`src/hdl/mtfr_pkg.sv`:
```
// Shared types and constants for the Modbus TCP frame receiver.
package mtfr_pkg;

	localparam int unsigned APB_DW   = 32;
	localparam int unsigned APB_AW   = 3;
	localparam int unsigned REG_IDXW = 1;

	typedef enum logic [REG_IDXW-1:0] {
		REG_TRANSACTION_ID = 1'b0,
		REG_UNIT_ID        = 1'b1
	} reg_idx_t;

	localparam logic [15:0] TID_RESET  = 16'h0001;
	localparam logic [7:0]  UNIT_RESET = 8'h01;
	localparam logic [7:0]  PROTO_BYTE = 8'h00;
	localparam logic [15:0] MIN_LENGTH = 16'd2;

	typedef struct packed {
		logic [15:0] transaction_id;
		logic [7:0]  unit_id;
	} cfg_t;

	typedef struct packed {
		logic        payload_valid;
		logic [7:0]  payload_byte;
		logic [15:0] payload_index;
		logic [7:0]  function_code;
		logic        frame_done;
		logic        header_error;
		logic        length_error;
	} result_t;

endpackage

```
`src/hdl/mtfr_if.sv`:
```
// Valid/ready channel interfaces for received bytes and parse results.
interface mtfr_in_if;
	logic       valid;
	logic       ready;
	logic [7:0] rx_byte;

	modport source (output valid, output rx_byte, input ready);
	modport sink (input valid, input rx_byte, output ready);
endinterface

interface mtfr_out_if;
	logic        valid;
	logic        ready;
	logic        payload_valid;
	logic [7:0]  payload_byte;
	logic [15:0] payload_index;
	logic [7:0]  function_code;
	logic        frame_done;
	logic        header_error;
	logic        length_error;

	modport source (output valid, output payload_valid, output payload_byte,
		output payload_index, output function_code, output frame_done,
		output header_error, output length_error, input ready);
	modport sink (input valid, input payload_valid, input payload_byte,
		input payload_index, input function_code, input frame_done,
		input header_error, input length_error, output ready);
endinterface

```
`src/hdl/modbus_tcp_frame_receiver_top.sv`:
```
// Top level of the Modbus TCP frame receiver.
// Path: an accepted byte is held in the input register and is parsed into the result
// register when that register is free or its result is taken.
// Throughput: one byte per cycle while results are taken; a stalled result holds the
// input once one more request waits in the input register.
// Reset: arst_n clears control and parse state; hunting restarts and both ids return to 1.
module modbus_tcp_frame_receiver_top
	import mtfr_pkg::*;
(
	input  logic              clk,
	input  logic              arst_n,
	input  logic              psel,
	input  logic              penable,
	input  logic              pwrite,
	input  logic [APB_AW-1:0] paddr,
	input  logic [APB_DW-1:0] pwdata,
	output logic [APB_DW-1:0] prdata,
	output logic              pready,
	mtfr_in_if.sink           rx,
	mtfr_out_if.source        res
);

	cfg_t    cfg;
	result_t out_res;

	mtfr_cfg_regs u_cfg (
		.clk     (clk),
		.arst_n  (arst_n),
		.psel    (psel),
		.penable (penable),
		.pwrite  (pwrite),
		.paddr   (paddr),
		.pwdata  (pwdata),
		.prdata  (prdata),
		.pready  (pready),
		.cfg     (cfg)
	);

	mtfr_parser u_parser (
		.clk       (clk),
		.arst_n    (arst_n),
		.cfg       (cfg),
		.in_valid  (rx.valid),
		.in_ready  (rx.ready),
		.in_byte   (rx.rx_byte),
		.out_valid (res.valid),
		.out_ready (res.ready),
		.out_res   (out_res)
	);

	assign res.payload_valid = out_res.payload_valid;
	assign res.payload_byte  = out_res.payload_byte;
	assign res.payload_index = out_res.payload_index;
	assign res.function_code = out_res.function_code;
	assign res.frame_done    = out_res.frame_done;
	assign res.header_error  = out_res.header_error;
	assign res.length_error  = out_res.length_error;

endmodule

```
`src/hdl/mtfr_cfg_regs.sv`:
```
// APB configuration registers: expected transaction id and unit id.
module mtfr_cfg_regs
	import mtfr_pkg::*;
(
	input  logic              clk,
	input  logic              arst_n,
	input  logic              psel,
	input  logic              penable,
	input  logic              pwrite,
	input  logic [APB_AW-1:0] paddr,
	input  logic [APB_DW-1:0] pwdata,
	output logic [APB_DW-1:0] prdata,
	output logic              pready,
	output cfg_t              cfg
);

	cfg_t     cfg_q;
	reg_idx_t idx;
	logic     wr_en;

	assign idx   = reg_idx_t'(paddr[APB_AW-1 -: REG_IDXW]);
	assign wr_en = psel && penable && pwrite;
	assign pready = 1'b1;
	assign cfg   = cfg_q;

	always_ff @(posedge clk or negedge arst_n) begin
		if (!arst_n) begin
			cfg_q.transaction_id <= TID_RESET;
			cfg_q.unit_id        <= UNIT_RESET;
		end else if (wr_en) begin
			case (idx)
				REG_TRANSACTION_ID: cfg_q.transaction_id <= pwdata[15:0];
				REG_UNIT_ID:        cfg_q.unit_id        <= pwdata[7:0];
				default:            ;
			endcase
		end
	end

	always_comb begin
		case (idx)
			REG_TRANSACTION_ID: prdata = {{(APB_DW-16){1'b0}}, cfg_q.transaction_id};
			REG_UNIT_ID:        prdata = {{(APB_DW-8){1'b0}}, cfg_q.unit_id};
			default:            prdata = '0;
		endcase
	end

endmodule

```
`src/hdl/mtfr_parser.sv`:
```
// Byte input register, MBAP header/payload parse state and result register.
module mtfr_parser
	import mtfr_pkg::*;
(
	input  logic       clk,
	input  logic       arst_n,
	input  cfg_t       cfg,
	input  logic       in_valid,
	output logic       in_ready,
	input  logic [7:0] in_byte,
	output logic       out_valid,
	input  logic       out_ready,
	output result_t    out_res
);

	typedef enum logic [3:0] {
		PH_TID_HI   = 4'd0,
		PH_TID_LO   = 4'd1,
		PH_PROTO_HI = 4'd2,
		PH_PROTO_LO = 4'd3,
		PH_LEN_HI   = 4'd4,
		PH_LEN_LO   = 4'd5,
		PH_UNIT     = 4'd6,
		PH_FUNC     = 4'd7,
		PH_DATA     = 4'd8
	} phase_t;

	// input stage
	logic       vld_s1;
	logic [7:0] byte_s1;
	// result stage
	logic       vld_s2;
	result_t    res_s2;

	phase_t      phase_q, phase_d;
	logic [15:0] remain_q, remain_d;
	logic [7:0]  func_q, func_d;
	logic [15:0] count_q, count_d;
	logic [15:0] remain_dec;
	logic [15:0] len_full;
	result_t     res_d;
	logic        adv_s1;

	assign adv_s1   = vld_s1 && (!vld_s2 || out_ready);
	assign in_ready = !vld_s1 || adv_s1;
	assign out_valid = vld_s2;
	assign out_res  = res_s2;

	assign remain_dec = remain_q - 16'd1;
	assign len_full   = {remain_q[15:8], byte_s1};

	always_comb begin
		phase_d  = phase_q;
		remain_d = remain_q;
		func_d   = func_q;
		count_d  = count_q;
		res_d    = '0;
		case (phase_q)
			PH_TID_LO: begin
				if (byte_s1 == cfg.transaction_id[7:0]) begin
					phase_d = PH_PROTO_HI;
				end else begin
					res_d.header_error = 1'b1;
					phase_d = PH_TID_HI;
				end
			end
			PH_PROTO_HI, PH_PROTO_LO: begin
				if (byte_s1 == PROTO_BYTE) begin
					phase_d = (phase_q == PH_PROTO_HI) ? PH_PROTO_LO : PH_LEN_HI;
				end else begin
					res_d.header_error = 1'b1;
					phase_d = PH_TID_HI;
				end
			end
			PH_LEN_HI: begin
				remain_d = {byte_s1, 8'h00};
				phase_d  = PH_LEN_LO;
			end
			PH_LEN_LO: begin
				remain_d = len_full;
				if (len_full < MIN_LENGTH) begin
					res_d.length_error = 1'b1;
					phase_d = PH_TID_HI;
				end else begin
					phase_d = PH_UNIT;
				end
			end
			PH_UNIT: begin
				if (byte_s1 == cfg.unit_id) begin
					remain_d = remain_dec;
					phase_d  = PH_FUNC;
				end else begin
					res_d.header_error = 1'b1;
					phase_d = PH_TID_HI;
				end
			end
			PH_FUNC: begin
				func_d   = byte_s1;
				count_d  = '0;
				remain_d = remain_dec;
				if (remain_dec == 16'd0) begin
					res_d.frame_done = 1'b1;
					phase_d = PH_TID_HI;
				end else begin
					phase_d = PH_DATA;
				end
			end
			PH_DATA: begin
				res_d.payload_valid = 1'b1;
				res_d.payload_byte  = byte_s1;
				res_d.payload_index = count_q;
				count_d  = count_q + 16'd1;
				remain_d = remain_dec;
				if (remain_dec == 16'd0) begin
					res_d.frame_done = 1'b1;
					phase_d = PH_TID_HI;
				end
			end
			default: begin
				// hunting; unused phase codes hunt too
				phase_d = (byte_s1 == cfg.transaction_id[15:8]) ? PH_TID_LO : PH_TID_HI;
			end
		endcase
		res_d.function_code = func_d;
	end

	always_ff @(posedge clk or negedge arst_n) begin
		if (!arst_n) begin
			vld_s1   <= 1'b0;
			vld_s2   <= 1'b0;
			phase_q  <= PH_TID_HI;
			remain_q <= '0;
			func_q   <= '0;
			count_q  <= '0;
		end else begin
			if (in_ready) begin
				vld_s1 <= in_valid;
			end
			if (adv_s1) begin
				vld_s2   <= 1'b1;
				phase_q  <= phase_d;
				remain_q <= remain_d;
				func_q   <= func_d;
				count_q  <= count_d;
			end else if (out_ready) begin
				vld_s2 <= 1'b0;
			end
		end
	end

	always_ff @(posedge clk) begin
		if (in_ready && in_valid) begin
			byte_s1 <= in_byte;
		end
		if (adv_s1) begin
			res_s2 <= res_d;
		end
	end

endmodule

```
`src/flat_wrapper.sv`:
```
// flat-port wrapper written by rule: the top's interface ports become plain ports
module modbus_tcp_frame_receiver_top_flat import mtfr_pkg::*;
  (clk, arst_n, psel, penable, pwrite, paddr, pwdata, prdata, pready, rx_valid, rx_rx_byte, rx_ready, res_valid, res_payload_valid, res_payload_byte, res_payload_index, res_function_code, res_frame_done, res_header_error, res_length_error, res_ready);
  mtfr_in_if rx_i ();
  mtfr_out_if res_i ();
  input  logic clk;
  input  logic arst_n;
  input  logic psel;
  input  logic penable;
  input  logic pwrite;
  input  logic [APB_AW-1:0] paddr;
  input  logic [APB_DW-1:0] pwdata;
  output logic [APB_DW-1:0] prdata;
  output logic pready;
  input wire logic [$bits(rx_i.valid)-1:0] rx_valid;
  input wire logic [$bits(rx_i.rx_byte)-1:0] rx_rx_byte;
  output wire logic [$bits(rx_i.ready)-1:0] rx_ready;
  output wire logic [$bits(res_i.valid)-1:0] res_valid;
  output wire logic [$bits(res_i.payload_valid)-1:0] res_payload_valid;
  output wire logic [$bits(res_i.payload_byte)-1:0] res_payload_byte;
  output wire logic [$bits(res_i.payload_index)-1:0] res_payload_index;
  output wire logic [$bits(res_i.function_code)-1:0] res_function_code;
  output wire logic [$bits(res_i.frame_done)-1:0] res_frame_done;
  output wire logic [$bits(res_i.header_error)-1:0] res_header_error;
  output wire logic [$bits(res_i.length_error)-1:0] res_length_error;
  input wire logic [$bits(res_i.ready)-1:0] res_ready;
  assign rx_i.valid = rx_valid;
  assign rx_i.rx_byte = rx_rx_byte;
  assign rx_ready = rx_i.ready;
  assign res_valid = res_i.valid;
  assign res_payload_valid = res_i.payload_valid;
  assign res_payload_byte = res_i.payload_byte;
  assign res_payload_index = res_i.payload_index;
  assign res_function_code = res_i.function_code;
  assign res_frame_done = res_i.frame_done;
  assign res_header_error = res_i.header_error;
  assign res_length_error = res_i.length_error;
  assign res_i.ready = res_ready;
  modbus_tcp_frame_receiver_top u_core (.clk(clk), .arst_n(arst_n), .psel(psel), .penable(penable), .pwrite(pwrite), .paddr(paddr), .pwdata(pwdata), .prdata(prdata), .pready(pready), .rx(rx_i), .res(res_i));
endmodule
```
`config.mk`:
```
export PLATFORM = sky130hd
export DESIGN_NAME = modbus_tcp_frame_receiver_top_flat
export DESIGN_NICKNAME = d
export VERILOG_FILES = /design/src/hdl/mtfr_pkg.sv /design/src/hdl/mtfr_if.sv /design/src/hdl/modbus_tcp_frame_receiver_top.sv /design/src/hdl/mtfr_cfg_regs.sv /design/src/hdl/mtfr_parser.sv /design/src/flat_wrapper.sv
export SDC_FILE = /design/constraint.sdc
export NUM_CORES = 1
export LEC_CHECK = 0
export ABC_CLOCK_PERIOD_IN_PS = 2200
export BUFFER_PORTS_ARGS = -buffer_cell sky130_fd_sc_hd__buf_2
export CAP_MARGIN = 5
export CORE_MARGIN = 4
export CORE_UTILIZATION = 45
export DETAILED_ROUTE_END_ITERATION = 10
export HOLD_SLACK_MARGIN = 0.1
export PLACE_DENSITY_LB_ADDON = 0.05
export RECOVER_POWER = 50
export SYNTH_ARGS = -nofsm -noshare
export SYNTH_HDL_FRONTEND = slang
export SYNTH_SLANG_ARGS = --single-unit
```
`constraint.sdc`:
```
create_clock -name clk -period 2.2 [get_ports clk]
set_input_delay 0.22 -clock clk [delete_from_list [all_inputs] [get_ports clk]]
set_output_delay 0.22 -clock clk [all_outputs]
set_load 0.05 [all_outputs]
```
==> summary.txt <==
Finished Core Util - 0.615
Per-cell routed wire length - 16.9 um
Boundary pin count - 121
Antenna Cells - 0
Antenna-violating nets left - 0
Root buffer cell - clkbuf_16
Tcrit/Tclk final - 0.974
1st-iter DRT viols - 310
Share of synthesized registers carrying an async set or reset - 0.614
Worst slew margin - 0.0564
Seq/Total Area, Yosys - 0.517
CP arrival - 2440 ps
# setup viols final - 0
First-pass GRT wire length - 24.8 mm
Leak - 3.29 nW
RePlAce Congestion - 0.951
Worst path cell trace - or4b_4 -> buf_8 -> a2111oi_4 -> buf_4 -> nand4_1 -> xor2_1 -> nor2_1
Drt pass-1 iters - 7
Placeable Area - 0.0128 mm^2
Final cell count without fillers - 921
Die area - 0.0151 mm^2
DRT Wirelength - 15.6 mm
DP Wirelength - 11.3 mm
Die X - 123 um
Vias in the first global route - 4868
Final nets - 789
Largest area contributor in the netlist - dfrtp_1
CP Buf/Inv Count - 2
Maximum clock path buffer count - 2
Post-Syn Area - 0.00595 mm^2
Total of fill cells in the finished design - 1123
Largest cells by area after synthesis - dfrtp_1 29%, edfxtp_1 22%, mux2_2 6.2%
Initial core utilization - 0.466
Slew Viols, Final - 0
Fin Setup TNS - 0 ps
Critical Path RT - 2500 ps
Syn. warnings - 0
Antenna violations before repair - 0
Cells after synthesis - 572
Layout cells sized above 1 - 0.284
CP top delay family - simple AND/OR/NAND/NOR gates
P per Cell Area - 1200 mW/mm^2
Htree depth - 4
Hold Path Class - input port to register
Startpoint types - register
Syn Area/Cell - 10.4 um^2
Area grow syn2layout - 32.1%
Clk_skew - 11.9 ps
Buffers on Ports - 85
Top_reg_cell synth - dfrtp_1
Netlist cell types - 61
Count leader, synth - dfrtp_1
Status - finished clean
Largest net degree at the start of global routing - 38
Rows - 41
Worst-path clk slew - 60 ps
Critical-path top delay cell - or4b_4
Total gr overflow - 0
GR Util All Layers - 0.214
Clk Latency, worst-skew pair - 410 ps
Placed Instances - 857
VDD IR-drop max - 0.000779 V
Max Fanout on Critical Path - 9
Hold Vio Cnt, Final - 0
Vias per cell - 5.34
Drc violations - 0
Synth top area share - 0.286
CP endpoint kind - register
Critical Path Max Stage Delay - 560 ps
Post-synth EDFFs - 44
F_max - 467 MHz
Via count - 4917
CTS Sinks - 114
Max_cap viols - 0
Most common library cells after synthesis - 68 x dfrtp_1, 56 x nor2_1, 44 x edfxtp_1, 44 x nand2_1, 33 x mux2_2
Slew @ Worst Pin - 1420 ps
TritonCTS clock tree - built
Die Ht - 123 um
Total CTS buffers - 17
#FFs+latches synth - 114
WS Path Type - register to register
Minimum clock period - 2140 ps
[layout make-up]
class,instances,area [um^2],area share
sequential,114,3080,0.391
clock buffer,20,447,0.0568
multi-input combinational,406,2740,0.349
clock inverter,12,115,0.0146
timing repair buffer,180,1200,0.152
tap,172,215,0.0274
inverter,17,68.8,0.00875
[final timing paths]
| kind | start | to | slack (ps) | cells past startpoint |
|---|---|---|---|---|
| worst max-delay path | u_core.u_parser.phase_q[1] | u_core.u_parser.count_q[6] | 60 | 7 |
| worst min-delay path | res_ready | u_core.u_parser.vld_s1 | 190 | 4 |
| worst max register to register | u_core.u_parser.phase_q[1] | u_core.u_parser.count_q[6] | 60 | 7 |
| worst min register to register | u_core.u_parser.count_q[0] | u_core.u_parser.count_q[0] | 550 | 1 |
| max in group asynchronous | arst_n | u_core.u_parser.func_q[4] | 350 | 3 |
| min in group asynchronous | arst_n | u_core.u_parser.phase_q[2] | 660 | 2 |
[logic make-up after synthesis]
kind of cell | share of synthesized area
other | 0.00126
multiplexers | 0.0624
adder cells (fa/ha/maj) | 0.00631
AO/OA/AOI/OAI | 0.109
buffers and inverters | 0.0565
flip-flops | 0.517
XOR/XNOR | 0.0530
AND/OR/NAND/NOR | 0.195
[routing by layer]
layer	vias to the layer above	wire, um	GRT usage	share of wire
met3	18	695	0.0549	0.045
li1	2341	-	-	-
met2	129	7540	0.342	0.48
met4	0	196	0.0623	0.013
met1	2429	7140	0.290	0.46
met5	-	0	0	0
[tightest hold or removal path, stage by stage]
cell,delay (ps)
buf_2,90
nor2b_1,70
nand2_1,110
nand2b_1,60
[state kept, by name (all words and copies together) (netlist names)]
name	cells
u_core.u_parser.out_valid	1
u_core.u_parser.remain_q	16
u_core.u_parser.vld_s1	1
u_core.u_cfg.cfg	24
u_core.u_parser.count_q	16
u_core.u_parser.func_q	8
u_core.u_parser.out_res	36
u_core.u_parser.byte_s1	8
u_core.u_parser.phase_q	4
[timing repair]
action                                  4_1_cts  5_1_grt
hold buffers                                 26        0
endpoints found under the hold margin        54        0
pin swaps                                     1       14
buffers inserted                              1        6
endpoints found under the setup margin        8       19
resized for setup                            10       22
[cell usage in the layout, fill, tap and decap left out, types with 8 or more instances in the layout]
master,count
nor2b_1,13
o31ai_1,8
clkbuf_16,17
buf_4,61
nand3_1,9
xor2_1,28
nand2_1,43
dfrtp_1,68
nor3_1,20
a31oi_1,15
and2_1,23
mux2_2,33
edfxtp_1,44
o21ai_0,17
nor2_1,56
inv_1,14
buf_2,48
conb_1,17
a21oi_1,19
dlygate4sd3_1,26
clkbuf_1,39
[where the power goes]
group	switching (W)	internal (W)
registers	0.000371	0.00269
clock network	0.000920	0.00167
logic	0.00231	0.00149
total	0.00360	0.00586
[per-stage QoR]
step	total power (W)	hold slack (ps)	cell area [um^2]	setup WS, ps
final	0.00946	186	7860	56.6
after global placement	0.00651	271	6910	-59.7
after CTS	0.00929	175	7790	9.64
after global routing	0.00997	207	7860	-10.1
after floorplan	0.00545	-75.6	6040	35.0
after detailed placement	0.00657	273	6910	-157
Power figures use the tool's default switching activity.
